<file path="src/sv/mst_pkg.sv">
// Shared types and constants for the multi-slot one-shot timer.
// Used by mst_front, mst_back and the top level; depends on nothing.
package mst_pkg;

   // Command codes carried by req_cmd
   localparam logic CMD_START = 1'b0;
   localparam logic CMD_TICK  = 1'b1;

   // Result status codes
   localparam logic [1:0] STATUS_ACCEPT = 2'd0;
   localparam logic [1:0] STATUS_REJECT = 2'd1;
   localparam logic [1:0] STATUS_EXPIRY = 2'd2;

   // Fixed field widths
   localparam int DELAY_W   = 16;
   localparam int HANDLER_W = 8;
   localparam int JOB_W     = 32;
   localparam int SENDER_W  = 48;
   localparam int SLOT_W    = 4;
   localparam int PAYLOAD_W = HANDLER_W + JOB_W + SENDER_W;

   // At most this many expiry transactions per tick
   localparam int MAX_RESULTS = 16;
   localparam int EMIT_W      = 5;

   // Command queue between front and back
   localparam int QUEUE_DEPTH = 2;
   localparam int QPTR_W      = 1;
   localparam int QCNT_W      = QPTR_W + 1;

   typedef struct packed {
      logic [1:0]           status;
      logic [SLOT_W-1:0]    slot;
      logic [HANDLER_W-1:0] handler;
      logic [JOB_W-1:0]     job;
      logic [SENDER_W-1:0]  sender;
      logic                 last;
   } rsp_type;

   typedef enum logic [2:0] {
      ST_IDLE,
      ST_FIND,
      ST_PREP,
      ST_SWEEP,
      ST_FLUSH
   } back_state_type;

endpackage

</file>
<file path="src/sv/mst_front.sv">
// Front end of the timer pool: takes request transactions, saturates the delay
// to the count width and queues them for the slot engine. Uses mst_pkg.
module mst_front #(
   parameter int COUNT_BITS = 16
) (
   input  logic                            clock,
   input  logic                            reset,
   input  logic                            req_valid,
   output logic                            req_ready,
   input  logic                            req_cmd,
   input  logic [mst_pkg::DELAY_W-1:0]     req_delay_ms,
   input  logic [mst_pkg::HANDLER_W-1:0]   req_handler_id,
   input  logic [mst_pkg::JOB_W-1:0]       req_job_tag,
   input  logic [mst_pkg::SENDER_W-1:0]    req_sender_tag,
   output logic                            q_valid,
   input  logic                            q_pop,
   output logic                            q_cmd,
   output logic [COUNT_BITS-1:0]           q_count,
   output logic [mst_pkg::HANDLER_W-1:0]   q_handler,
   output logic [mst_pkg::JOB_W-1:0]       q_job,
   output logic [mst_pkg::SENDER_W-1:0]    q_sender
);

   localparam int WIDE_W  = (COUNT_BITS > mst_pkg::DELAY_W) ? COUNT_BITS : mst_pkg::DELAY_W;
   localparam int ENTRY_W = 1 + COUNT_BITS + mst_pkg::PAYLOAD_W;

   logic [ENTRY_W-1:0]             fifo_ff [mst_pkg::QUEUE_DEPTH];
   logic [mst_pkg::QPTR_W-1:0]     wr_ptr_ff, wr_ptr_in;
   logic [mst_pkg::QPTR_W-1:0]     rd_ptr_ff, rd_ptr_in;
   logic [mst_pkg::QCNT_W-1:0]     count_ff, count_in;
   logic                           push;
   logic [WIDE_W-1:0]              delay_wide;
   logic [WIDE_W-1:0]              cnt_max_wide;
   logic [COUNT_BITS-1:0]          sat_count;
   logic [ENTRY_W-1:0]             head;

   // delay saturates when the count is narrower than the field
   assign delay_wide   = WIDE_W'(req_delay_ms);
   assign cnt_max_wide = WIDE_W'({COUNT_BITS{1'b1}});
   assign sat_count    = (delay_wide > cnt_max_wide) ? COUNT_BITS'(cnt_max_wide)
                                                     : COUNT_BITS'(delay_wide);

   assign req_ready = (count_ff != mst_pkg::QCNT_W'(mst_pkg::QUEUE_DEPTH));
   assign push      = req_valid && req_ready;
   assign q_valid   = (count_ff != '0);

   always_comb begin
      wr_ptr_in = push  ? wr_ptr_ff + 1'b1 : wr_ptr_ff;
      rd_ptr_in = q_pop ? rd_ptr_ff + 1'b1 : rd_ptr_ff;
      count_in  = count_ff + mst_pkg::QCNT_W'(push) - mst_pkg::QCNT_W'(q_pop);
   end

   always_ff @(posedge clock) begin
      if (reset) begin
         wr_ptr_ff <= '0;
         rd_ptr_ff <= '0;
         count_ff  <= '0;
      end else begin
         wr_ptr_ff <= wr_ptr_in;
         rd_ptr_ff <= rd_ptr_in;
         count_ff  <= count_in;
      end
   end

   always_ff @(posedge clock) begin
      if (push) begin
         fifo_ff[wr_ptr_ff] <= {req_cmd, sat_count, req_handler_id, req_job_tag, req_sender_tag};
      end
   end

   assign head      = fifo_ff[rd_ptr_ff];
   assign q_cmd     = head[ENTRY_W-1];
   assign q_count   = head[ENTRY_W-2 -: COUNT_BITS];
   assign q_handler = head[mst_pkg::PAYLOAD_W-1 -: mst_pkg::HANDLER_W];
   assign q_job     = head[mst_pkg::SENDER_W +: mst_pkg::JOB_W];
   assign q_sender  = head[mst_pkg::SENDER_W-1:0];

   a_push_counts: assert property (@(posedge clock) disable iff (reset)
      (push && !q_pop) |=> (count_ff == $past(count_ff) + 2'd1))
      else $error("queue fill count did not follow a lone push");

endmodule

</file>
<file path="src/sv/mst_back.sv">
// Slot engine of the timer pool: claims slots for starts, sweeps slots on ticks
// and drives the registered result stage. Uses mst_pkg.
module mst_back #(
   parameter int NUM_SLOTS  = 16,
   parameter int COUNT_BITS = 16
) (
   input  logic                            clock,
   input  logic                            reset,
   input  logic                            q_valid,
   output logic                            q_pop,
   input  logic                            q_cmd,
   input  logic [COUNT_BITS-1:0]           q_count,
   input  logic [mst_pkg::HANDLER_W-1:0]   q_handler,
   input  logic [mst_pkg::JOB_W-1:0]       q_job,
   input  logic [mst_pkg::SENDER_W-1:0]    q_sender,
   output mst_pkg::rsp_type                rsp_data,
   output logic                            rsp_valid,
   input  logic                            rsp_ready
);

   localparam int IDX_W = (NUM_SLOTS > 1) ? $clog2(NUM_SLOTS) : 1;
   localparam logic [IDX_W-1:0] LAST_IDX = IDX_W'(NUM_SLOTS - 1);
   localparam int ENT_W = COUNT_BITS + mst_pkg::PAYLOAD_W;

   // slot memory: {count, handler, job, sender}
   logic [ENT_W-1:0]                slot_mem [NUM_SLOTS];
   logic [ENT_W-1:0]                slot_rd_ff;
   logic [IDX_W-1:0]                rd_addr;
   logic                            mem_we;
   logic [ENT_W-1:0]                mem_wdata;

   mst_pkg::back_state_type         state_ff, state_in;
   logic [IDX_W-1:0]                idx_ff, idx_in;
   logic [NUM_SLOTS-1:0]            active_ff, active_in;
   logic                            pend_valid_ff, pend_valid_in;
   mst_pkg::rsp_type                pend_ff, pend_in;
   logic [mst_pkg::EMIT_W-1:0]      n_emit_ff, n_emit_in;
   logic                            rsp_valid_ff, rsp_valid_in;
   mst_pkg::rsp_type                rsp_ff, rsp_in;

   logic                            out_free;
   logic [COUNT_BITS-1:0]           rd_count;
   logic [mst_pkg::HANDLER_W-1:0]   rd_handler;
   logic [mst_pkg::JOB_W-1:0]       rd_job;
   logic [mst_pkg::SENDER_W-1:0]    rd_sender;
   logic                            slot_hit;
   logic                            fire;
   logic                            emit_slot;
   logic                            stall;
   logic                            advance;
   logic                            claim;
   logic [IDX_W-1:0]                next_idx;
   logic [mst_pkg::SLOT_W-1:0]      slot_code;

   assign out_free   = !rsp_valid_ff || rsp_ready;
   assign rd_count   = slot_rd_ff[ENT_W-1 -: COUNT_BITS];
   assign rd_handler = slot_rd_ff[mst_pkg::PAYLOAD_W-1 -: mst_pkg::HANDLER_W];
   assign rd_job     = slot_rd_ff[mst_pkg::SENDER_W +: mst_pkg::JOB_W];
   assign rd_sender  = slot_rd_ff[mst_pkg::SENDER_W-1:0];
   assign slot_hit   = active_ff[idx_ff];
   assign fire       = slot_hit && (rd_count == '0);
   assign emit_slot  = fire && (n_emit_ff < mst_pkg::EMIT_W'(mst_pkg::MAX_RESULTS));
   assign stall      = emit_slot && pend_valid_ff && !out_free;
   assign next_idx   = (idx_ff == LAST_IDX) ? '0 : idx_ff + 1'b1;
   assign slot_code  = mst_pkg::SLOT_W'(idx_ff);

   always_comb begin
      state_in      = state_ff;
      idx_in        = idx_ff;
      active_in     = active_ff;
      pend_valid_in = pend_valid_ff;
      pend_in       = pend_ff;
      n_emit_in     = n_emit_ff;
      rsp_valid_in  = rsp_valid_ff && !rsp_ready;
      rsp_in        = rsp_ff;
      q_pop         = 1'b0;
      mem_we        = 1'b0;
      mem_wdata     = {rd_count - 1'b1, rd_handler, rd_job, rd_sender};
      rd_addr       = idx_ff;
      advance       = 1'b0;
      claim         = 1'b0;

      case (state_ff)
         mst_pkg::ST_IDLE: begin
            if (q_valid) begin
               idx_in = '0;
               if (q_cmd == mst_pkg::CMD_START) begin
                  state_in = mst_pkg::ST_FIND;
               end else begin
                  q_pop         = 1'b1;
                  pend_valid_in = 1'b0;
                  n_emit_in     = '0;
                  state_in      = mst_pkg::ST_PREP;
               end
            end
         end

         // scan for the lowest free slot, one slot per cycle; holds on a busy output
         mst_pkg::ST_FIND: begin
            if (!slot_hit) begin
               if (out_free) begin
                  claim             = 1'b1;
                  mem_we            = 1'b1;
                  mem_wdata         = {q_count, q_handler, q_job, q_sender};
                  active_in[idx_ff] = 1'b1;
                  rsp_valid_in      = 1'b1;
                  rsp_in            = '{mst_pkg::STATUS_ACCEPT, slot_code, '0, '0, '0, 1'b1};
                  q_pop             = 1'b1;
                  state_in          = mst_pkg::ST_IDLE;
               end
            end else if (idx_ff == LAST_IDX) begin
               if (out_free) begin
                  rsp_valid_in = 1'b1;
                  rsp_in       = '{mst_pkg::STATUS_REJECT, '0, '0, '0, '0, 1'b1};
                  q_pop        = 1'b1;
                  state_in     = mst_pkg::ST_IDLE;
               end
            end else begin
               idx_in = idx_ff + 1'b1;
            end
         end

         // slot 0 read is in flight
         mst_pkg::ST_PREP: begin
            state_in = mst_pkg::ST_SWEEP;
         end

         // one slot per cycle unless an expiry is blocked; the newest expiry is
         // held back so the final one can carry the last marker
         mst_pkg::ST_SWEEP: begin
            if (!stall) begin
               advance = 1'b1;
               rd_addr = next_idx;
               idx_in  = next_idx;
               if (fire) begin
                  active_in[idx_ff] = 1'b0;
                  if (emit_slot) begin
                     if (pend_valid_ff) begin
                        rsp_valid_in = 1'b1;
                        rsp_in       = pend_ff;
                     end
                     pend_in = '{mst_pkg::STATUS_EXPIRY, slot_code, rd_handler, rd_job,
                                 rd_sender, 1'b0};
                     pend_valid_in = 1'b1;
                     n_emit_in     = n_emit_ff + 1'b1;
                  end
               end else if (slot_hit) begin
                  mem_we = 1'b1;
               end
               if (idx_ff == LAST_IDX) begin
                  state_in = mst_pkg::ST_FLUSH;
               end
            end
         end

         mst_pkg::ST_FLUSH: begin
            if (!pend_valid_ff) begin
               state_in = mst_pkg::ST_IDLE;
            end else if (out_free) begin
               rsp_valid_in  = 1'b1;
               rsp_in        = pend_ff;
               rsp_in.last   = 1'b1;
               pend_valid_in = 1'b0;
               state_in      = mst_pkg::ST_IDLE;
            end
         end

         default: begin
            state_in = mst_pkg::ST_IDLE;
         end
      endcase
   end

   always_ff @(posedge clock) begin
      if (reset) begin
         state_ff      <= mst_pkg::ST_IDLE;
         idx_ff        <= '0;
         active_ff     <= '0;
         pend_valid_ff <= 1'b0;
         n_emit_ff     <= '0;
         rsp_valid_ff  <= 1'b0;
      end else begin
         state_ff      <= state_in;
         idx_ff        <= idx_in;
         active_ff     <= active_in;
         pend_valid_ff <= pend_valid_in;
         n_emit_ff     <= n_emit_in;
         rsp_valid_ff  <= rsp_valid_in;
      end
   end

   always_ff @(posedge clock) begin
      pend_ff <= pend_in;
      rsp_ff  <= rsp_in;
   end

   always_ff @(posedge clock) begin
      if (mem_we) begin
         slot_mem[idx_ff] <= mem_wdata;
      end
   end

   always_ff @(posedge clock) begin
      slot_rd_ff <= slot_mem[rd_addr];
   end

   assign rsp_data  = rsp_ff;
   assign rsp_valid = rsp_valid_ff;

   a_claim_sets_active: assert property (@(posedge clock) disable iff (reset)
      claim |=> active_ff[$past(idx_ff)])
      else $error("claimed slot not marked active");

   a_sweep_stall_cause: assert property (@(posedge clock) disable iff (reset)
      (state_ff == mst_pkg::ST_SWEEP && !advance) |-> (pend_valid_ff && !out_free))
      else $error("sweep stalled without a blocked expiry");

   a_emit_cap: assert property (@(posedge clock) disable iff (reset)
      n_emit_ff <= mst_pkg::EMIT_W'(mst_pkg::MAX_RESULTS))
      else $error("expiry count beyond cap");

   a_idle_no_pending: assert property (@(posedge clock) disable iff (reset)
      (state_ff == mst_pkg::ST_IDLE) |-> !pend_valid_ff)
      else $error("held expiry left behind after a tick");

   a_pop_has_entry: assert property (@(posedge clock) disable iff (reset)
      q_pop |-> q_valid)
      else $error("pop from empty command queue");

endmodule

</file>
<file path="src/sv/multi_slot_oneshot_timer.sv">
// Top level of the multi-slot one-shot timer pool.
// Instantiates mst_front and mst_back; uses mst_pkg.
// Usage:
//  - req_* channel (valid/ready): one transaction per command. req_cmd = start
//    claims the lowest free slot with req_delay_ms, req_handler_id,
//    req_job_tag and req_sender_tag; req_cmd = tick ages every active slot.
//  - rsp_* channel (valid/ready): a start always returns one transaction
//    (accepted with its slot, or rejected when the pool is full). A tick
//    returns one expiry per slot whose count had reached zero, in ascending
//    slot order, capped at 16, with rsp_last on the final one; a tick that
//    fires nothing returns nothing. A slot fires on the (delay+1)-th tick.
//  - Flow: a two-entry command queue decouples intake from the slot engine.
//    The engine visits one slot per cycle unless its result is blocked: a
//    start runs the free-slot scan, a tick fills the read pipeline, sweeps
//    the slots and flushes the held final expiry. A start's result passes
//    the queue, the idle and find states and the result register.
//  - rsp_ready low holds the result register; a tick sweep then pauses on the
//    next expiry, and once the queue fills req_ready drops.
//  - Reset (synchronous, active high) frees all slots and empties the queue;
//    slot contents are not cleared, as they are written before use.
module multi_slot_oneshot_timer #(
   parameter int NUM_SLOTS  = 16,
   parameter int COUNT_BITS = 16
) (
   input  logic                            clock,
   input  logic                            reset,
   input  logic                            req_valid,
   output logic                            req_ready,
   input  logic                            req_cmd,
   input  logic [mst_pkg::DELAY_W-1:0]     req_delay_ms,
   input  logic [mst_pkg::HANDLER_W-1:0]   req_handler_id,
   input  logic [mst_pkg::JOB_W-1:0]       req_job_tag,
   input  logic [mst_pkg::SENDER_W-1:0]    req_sender_tag,
   output logic                            rsp_valid,
   input  logic                            rsp_ready,
   output logic [1:0]                      rsp_status,
   output logic [mst_pkg::SLOT_W-1:0]      rsp_slot,
   output logic [mst_pkg::HANDLER_W-1:0]   rsp_out_handler,
   output logic [mst_pkg::JOB_W-1:0]       rsp_out_job,
   output logic [mst_pkg::SENDER_W-1:0]    rsp_out_sender,
   output logic                            rsp_last
);

   logic                            q_valid;
   logic                            q_pop;
   logic                            q_cmd;
   logic [COUNT_BITS-1:0]           q_count;
   logic [mst_pkg::HANDLER_W-1:0]   q_handler;
   logic [mst_pkg::JOB_W-1:0]       q_job;
   logic [mst_pkg::SENDER_W-1:0]    q_sender;
   mst_pkg::rsp_type                rsp_data;

   // intake and command queue
   mst_front #(
      .COUNT_BITS (COUNT_BITS)
   ) u_front (
      .clock          (clock),
      .reset          (reset),
      .req_valid      (req_valid),
      .req_ready      (req_ready),
      .req_cmd        (req_cmd),
      .req_delay_ms   (req_delay_ms),
      .req_handler_id (req_handler_id),
      .req_job_tag    (req_job_tag),
      .req_sender_tag (req_sender_tag),
      .q_valid        (q_valid),
      .q_pop          (q_pop),
      .q_cmd          (q_cmd),
      .q_count        (q_count),
      .q_handler      (q_handler),
      .q_job          (q_job),
      .q_sender       (q_sender)
   );

   // slot engine with registered result stage
   mst_back #(
      .NUM_SLOTS  (NUM_SLOTS),
      .COUNT_BITS (COUNT_BITS)
   ) u_back (
      .clock     (clock),
      .reset     (reset),
      .q_valid   (q_valid),
      .q_pop     (q_pop),
      .q_cmd     (q_cmd),
      .q_count   (q_count),
      .q_handler (q_handler),
      .q_job     (q_job),
      .q_sender  (q_sender),
      .rsp_data  (rsp_data),
      .rsp_valid (rsp_valid),
      .rsp_ready (rsp_ready)
   );

   assign rsp_status      = rsp_data.status;
   assign rsp_slot        = rsp_data.slot;
   assign rsp_out_handler = rsp_data.handler;
   assign rsp_out_job     = rsp_data.job;
   assign rsp_out_sender  = rsp_data.sender;
   assign rsp_last        = rsp_data.last;

endmodule

</file>
<file path="config.mk">
export PLATFORM = sky130hd
export DESIGN_NAME = multi_slot_oneshot_timer
export DESIGN_NICKNAME = d
export VERILOG_FILES = /design/src/sv/mst_pkg.sv /design/src/sv/mst_front.sv /design/src/sv/mst_back.sv /design/src/sv/multi_slot_oneshot_timer.sv
export SDC_FILE = /design/constraint.sdc
export NUM_CORES = 2
export LEC_CHECK = 0
export ABC_AREA = 1
export BUFFER_PORTS_ARGS = -buffer_cell sky130_fd_sc_hd__buf_2
export CORE_ASPECT_RATIO = 1.75
export CORE_MARGIN = 2
export CORE_UTILIZATION = 50
export DETAILED_ROUTE_END_ITERATION = 12
export GPL_TIMING_DRIVEN = 0
export PLACE_DENSITY = 0.71
export SLEW_MARGIN = 20
export SYNTH_ARGS = -nofsm -noshare
export SYNTH_HDL_FRONTEND = slang
export SYNTH_SLANG_ARGS = --single-unit
</file>
<file path="constraint.sdc">
create_clock -name clock -period 19.6 [get_ports clock]
set_input_delay 1.96 -clock clock [delete_from_list [all_inputs] [get_ports clock]]
set_output_delay 1.96 -clock clock [all_outputs]
set_load 0.05 [all_outputs]
</file>
* Word level (Yosys, flattened, before mapping)
Memories as Yosys holds them, arrays and structs flattened. A register that Yosys moved wholly into a read port is not among the register bits.
Index checks and enable logic that the tools add are counted.
** Word-level totals
- Bits in writable memories :: 1874
- Flip-flop bits (word level) :: 221
- Memories :: 2
- Logic and storage cells :: 162
- Input port bits :: 109
- Output and inout port bits :: 97
** Memories
- u_back.slot_mem :: depth 16, bits a word 104, read ports 1, clocked after Yosys merged registers in 1, write ports 1, RTL line mst_back.sv:26 : logic [ENT_W-1:0] slot_mem [NUM_SLOTS];
- u_front.fifo_ff :: depth 2, bits a word 105, read ports 1, clocked after Yosys merged registers in 1, write ports 1, RTL line mst_front.sv:27 : logic [ENTRY_W-1:0] fifo_ff [mst_pkg::QUEUE_DEPTH];
** Operators by class
- Equal/unequal tests :: 20
- $add $sub $neg :: 7
- Reduce and logical (&&, ||, !) cells :: 26
- $lt $le $gt $ge :: 4
- Mux-type cells :: 80
- Bitwise operators :: 4
** Operators by type and width (count)
- 95-bit 2-to-1 mux :: 10
- 104-bit 2-to-1 mux :: 3
- 95-bit one-hot mux with 3 select lines :: 1
- 16-bit 2-to-1 mux :: 5
- 1-bit 2-to-1 mux :: 32
- 16-bit one-hot mux with 2 select lines :: 1
- 5-bit 2-to-1 mux :: 5
- 4-bit 2-to-1 mux :: 6
- 3-bit 2-to-1 mux :: 7
- 16-bit bitwise AND :: 1
- 16-bit greater-than comparator (second input constant) :: 1
- 16-bit zero test :: 1
- 2-bit by 1-bit inequality test with 1-bit output (second input constant) :: 8
- 16-bit NOT :: 1
- 16-bit OR :: 1
- 16-bit by 1-bit subtractor with 16-bit output (second input constant) :: 1
- 3-bit one-hot mux with 5 select lines :: 1
- 2-bit inequality test (second input constant) :: 6
- 4-bit one-hot mux with 3 select lines :: 1
- 4-bit AND reduction :: 3
- 6-bit AND reduction :: 2
- 5-bit one-hot mux with 2 select lines :: 1
- 9-bit AND reduction :: 1
- 3-bit nonzero test :: 3
- 25 further kinds :: 39

* Logic depth before layout (Yosys ltp)
- Depth after elaboration :: 10
- Depth in mapped cells :: 21
- Mapped depth without buffers :: 17

* Cells and area by module
Synthesis repeated with hierarchy kept, for this count alone.
** Second synthesis, totals
- Cell total of the unflattened synthesis :: 7934
- Area total of the unflattened synthesis :: 91300.1 µm²
** By module, submodules not included
- mst_back :: cells an instance 7576, area each 83251.1 µm², instances 1
- mst_front :: cells an instance 358, area each 8049.0 µm², instances 1

* Worst setup path before layout
OpenSTA, ideal clock, no wires.
- Path kind :: input to register
- Start :: input rsp_ready
- End :: register u_back.rsp_ff, in the netlist u_back.rsp_data[0], enable pin
- Arrival :: 12007 ps
- Stages on the path :: 4
- Required time :: 18785 ps
- Slack :: 6777 ps
- Cell sequence :: nor2_1 nand2_1 a21oi_1 nor4b_1
** On the way
- Longest elaborated chain between the ends :: 5
** Ends and longest elaborated chain
- from (decl) :: RTL line multi_slot_oneshot_timer.sv:35 : input logic rsp_ready,
- 1-bit logical OR (*) :: RTL line mst_back.sv:55 : assign out_free = !rsp_valid_ff || rsp_ready;
- 1-bit zero test :: RTL line mst_back.sv:63 : assign stall = emit_slot && pend_valid_ff && !out_free;
- 1-bit logical AND :: RTL line mst_back.sv:63
- 2-bit inequality test (no source line)
- 9-bit AND reduction (no source line) (*)
- to (signal assigned) :: RTL line mst_back.sv:194 : rsp_ff <= rsp_in;
- to (decl) :: RTL line mst_back.sv:39 : mst_pkg::rsp_type rsp_ff, rsp_in;
Mark *: on every way between the ends. The rest lies on a longest branch, timed or not.
A chain may end at the register's enable or synchronous reset.

* Final worst setup path
- Start :: input rsp_ready
- End :: memory u_back.slot_mem[12][61] in the netlist's numbering, enable pin
** On the way
- Longest elaborated chain between the ends :: 7
** Ends and longest elaborated chain
- 1-bit logical OR (*) :: RTL line mst_back.sv:55
- 1-bit zero test :: RTL line mst_back.sv:63
- 1-bit logical AND :: RTL line mst_back.sv:63
- 1-bit 2-to-1 mux :: RTL line mst_back.sv:131 : if (!stall) begin
- 1-bit one-hot mux with 2 select lines (*) :: RTL line mst_back.sv:83 : case (state_ff)
- 1-bit 2-to-1 mux (*) :: RTL line mst_back.sv:198 : if (mem_we) begin
- 1-bit 2-to-1 mux (implied by the code) (*) :: RTL line mst_back.sv:199 : slot_mem[idx_ff] <= mem_wdata;
- to (decl) :: RTL line mst_back.sv:26
Marks and branches as above.

==> flow_summary_export.csv <==
group,metric,value,unit
outcome,status,"completed",
synthesis,ys_seq_area_frac,0.703,
power,ir_drop,0.0000817,V
grt,grt_pass1_vias,64600,
timing,slew_violations,0,
worst_setup_path,crit_arrival,6.76,ns
timing,period_minus_slack,6.18,ns
worst_setup_path,startpoint_type,"input port",
worst_setup_path,critical_path.top_delay_family,"buffers and inverters",
floorplanning,die-area,188000,µm²
hold_path,hold_path_class,"reg -> reg",
timing,setup_violations,0,
timing,finalSetupTns,0,ns
power,combPwrFrac,0.256,
worst_setup_path,cp_data_required_time,20.18,ns
timing,hold_viol_final,0,
grt,track_usage,0.290,
worst_setup_path,ff2ff_path_depth,21,
routing,route.detailed.drc,0,
power,switching_share,0.333,
layout,layout_common_cells,"2061 x edfxtp_1, 2018 x nand3_1, 1810 x inv_1",
worst_setup_path,cp_cell_sequence,"buf_2 > nor2_1 > nor2_1 > nand2_1 > inv_2 > a31oi_1 > clkbuf_1 > nor3_2 > buf_4 > buf_4 > buf_4 > buf_4 > buf_4 > buf_4 > buf_6 > buf_4",
power,p_int,9.33,mW
clocking,post_cts_buffers,0,
clocking,cts-root-buf,"clkbuf_16",
placement,dp_hpwl,198,mm
synthesis,postSynthCellCount,8513,
layout,fin_area,106000,µm²
synthesis,yosys-top-cells-area,"edfxtp_1 67%, nand3_1 11%, inv_1 7.4%",
placement,gp_congestion,0.898,
synthesis,yosysTopAreaCellShare,0.673,
routing,dr.pass1.iters,9,
routing,drt-wirelength-per-cell,23.5,µm
clocking,clkSinkCount,2200,
power,pwr-share-seq,0.465,
layout,drive_above_1_share,0.130,
synthesis,synthArstFlopShare,0,
clocking,clk_latency,0.86,ns
layout,multi_input_area,19000,µm²
worst_setup_path,critical_path_class,"in -> reg",
grt,grt_overflow,0,
clocking,clockBufferDepth,4,
power,p_sw,4.66,mW
worst_setup_path,worst_path_most_repeated_cell,"buf_4",
worst_setup_path,cp_num_buf_inv,11,
layout,nets,9328,
worst_setup_path,cp-end-kind,"flop",
synthesis,ys_types,41,
synthesis,synth_nets,8631,
synthesis,yosys_warnings,0,
hold_path,hold_depth,0,
floorplanning,start_util,0.502,
clocking,hold_buffers,0,
layout,area_growth,15.2,%
timing,period_share,0.315,
power,total_power,14.0,mW
layout,layout_commonest_cell,"edfxtp_1",
power,p_leak,44.8,nW
clocking,post_cts_resized,0,
worst_setup_path,timing.rr.start,"u_back.idx_ff[0]$_SDFFE_PP0P_",
floorplanning,die_y,571,µm
grt,grt_pass1_wl,400,mm
routing,num_vias,65900,
worst_setup_path,crit_slowest_cell,"a31oi_1",
floorplanning,core_area,183000,µm²
placement,dpl_worst_slack,12.78,ns
routing,ant_nets,0,
flow_run,drv_cap,0,
worst_setup_path,r2r-end,"u_back.slot_mem[12][61]$_DFFE_PP_",
clocking,clk_pin_slew,0.07,ns
floorplanning,io_pins,206,
clocking,cts-buffers-inserted,199,
grt,grt_max_degree,56,
layout,seq_area,64700,µm²
timing,tightest_slew,1.14,ns
worst_setup_path,max_stage_delay,0.89,ns
routing,drt_wl_total,277,mm
synthesis,synth_ff_type,"edfxtp_1",
placement,placed_area,99300,µm²
clocking,htree_levels,4,
hold_path,hp-start,"u_back.slot_rd_ff[26]$_DFF_P_",
timing,layout_setup_ws,13.42,ns
timing,timing.fmax,0.162,GHz
synthesis,synth_edf_count,2061,
power,cellPowerDensity,132,nW/µm²
timing,grt_setup_unrepaired,"no",
grt,antenna_found_initial,17,
power,clock_power_share,0.279,
synthesis,synth-seq-cells,2200,
timing,slew_headroom,0.243,
worst_setup_path,worstPathMaxFanout,10,
clocking,cts_tree,"yes",
layout,nFillCells,14500,
synthesis,avgSynthCellArea,10.8,µm²
routing,routed_via_density,5.59,
hold_path,holdPathEnd,"u_back.pend_ff[27]$_DFFE_PP_",
timing,clock_skew,0.0414,ns
floorplanning,rows,208,
placement,io_buffers,204,
floorplanning,die_x,328,µm
worst_setup_path,r2r_slack,13.67,ns
routing,drt_iter0_markers,8300,
synthesis,synth_area,92000,µm²
synthesis,synth_top_area_cell,"edfxtp_1",
## kinds of logic after synthesis
| group | after synthesis | share of synthesized area |
|---|---|---|
| AOI/OAI and AO/OA | 180 | 0.0115 |
| muxes | 1 | 0.000109 |
| buffers and inverters | 2285 | 0.0982 |
| xor gates and xnor gates | 9 | 0.000857 |
| and+or+nand+nor | 3829 | 0.185 |
| adders and majority gates | 9 | 0.00122 |
| DFF | 2200 | 0.703 |
## cell usage after synthesis (all sizes together), types with 9 or more instances
master,number
a21oi,38
a31oi,100
buf,304
clkbuf,158
dfxtp,139
edfxtp,2061
ha,9
inv,1823
nand2,1541
nand3,2020
nor2,228
nor3,27
o21ai,34
## power by group through the flow
stage | Sequential (mW) | Clock [mW] | Combinational (mW)
3_3_place_gp | 6.72 | 0 | 3.13
2_1_floorplan | 6.78 | 0 | 1.67
4_1_cts | 6.50 | 3.93 | 3.50
3_5_place_dp | 6.60 | 0 | 3.49
6_report | 6.50 | 3.91 | 3.58
5_1_grt | 6.52 | 4.09 | 3.78
## worst reg2reg max path, cell delays in order, from the launching register on
cell	delay, ns
dfxtp_1	0.38
inv_2	0.14
buf_2	0.30
nand2_1	0.09
nand3_1	0.10
nand2_1	0.06
nand2_1	0.06
nand2_1	0.09
nor2_1	0.37
nand2_1	0.40
inv_2	0.52
a31oi_1	0.33
clkbuf_1	0.48
nor3_2	0.51
buf_4	0.30
buf_4	0.22
buf_4	0.23
buf_4	0.21
buf_4	0.23
buf_4	0.24
buf_6	0.18
buf_4	0.20
## routing by layer
metal,vias up,global-route usage,share of wire
li1,29400,-,-
met1,31500,0.327,0.33
met2,3890,0.497,0.50
met3,1054,0.0395,0.083
met4,8,0.222,0.086
met5,-,0,0.00018
## worst max-delay path by stage
| stage | cells past startpoint | endpoint | startpoint |
|---|---|---|---|
| 6_report | 16 | u_back.slot_mem[12][61]$_DFFE_PP_ | rsp_ready |
| 5_1_grt | 16 | u_back.slot_mem[12][61]$_DFFE_PP_ | rsp_ready |
| 4_1_cts | 16 | u_back.slot_mem[12][61]$_DFFE_PP_ | rsp_ready |
| 3_5_place_dp | 16 | u_back.slot_mem[12][66]$_DFFE_PP_ | rsp_ready |
| 3_3_place_gp | 7 | u_back.rsp_data[63]$_DFFE_PP_ | u_back.state_ff[0]$_SDFFE_PP0P_ |
| 2_1_floorplan | 4 | u_back.rsp_data[0]$_DFFE_PP_ | rsp_ready |
## flip-flops by register name (all words and copies together) (netlist names), named ones only
register and cells:
u_front.count_ff 2, u_back.slot_rd_ff 104, u_back.idx_ff 4, u_front.rd_ptr_ff 1
u_back.pend_valid_ff 1, u_back.rsp_valid 1, u_front.wr_ptr_ff 1, u_front.fifo_ff 210
u_back.pend_ff 92, u_back.state_ff 3, u_back.slot_mem 1664, u_back.n_emit_ff 5
u_back.rsp_data 95
## per-stage QoR
step | utilization | instances | hold slack (ns)
final | 0.578 | 11800 | 0.431
after global routing | 0.578 | 11800 | 0.439
after CTS | 0.577 | 11800 | 0.433
after detailed placement | 0.542 | 11400 | 0.417
after global placement | 0.524 | 11100 | 0.415
after floorplan | - | 8513 | 0.409
## area by class of cell
type,count,area share
flip-flops and latches,2200,0.610
diodes,12,0.000283
well taps,2415,0.0285
clock inverters,96,0.00917
inverters,1823,0.0646
clock buffers,267,0.0516
multi-input cells,4028,0.179
repair buffers,496,0.0351
plain buffers,462,0.0208
Power figures use the tool's default switching activity.
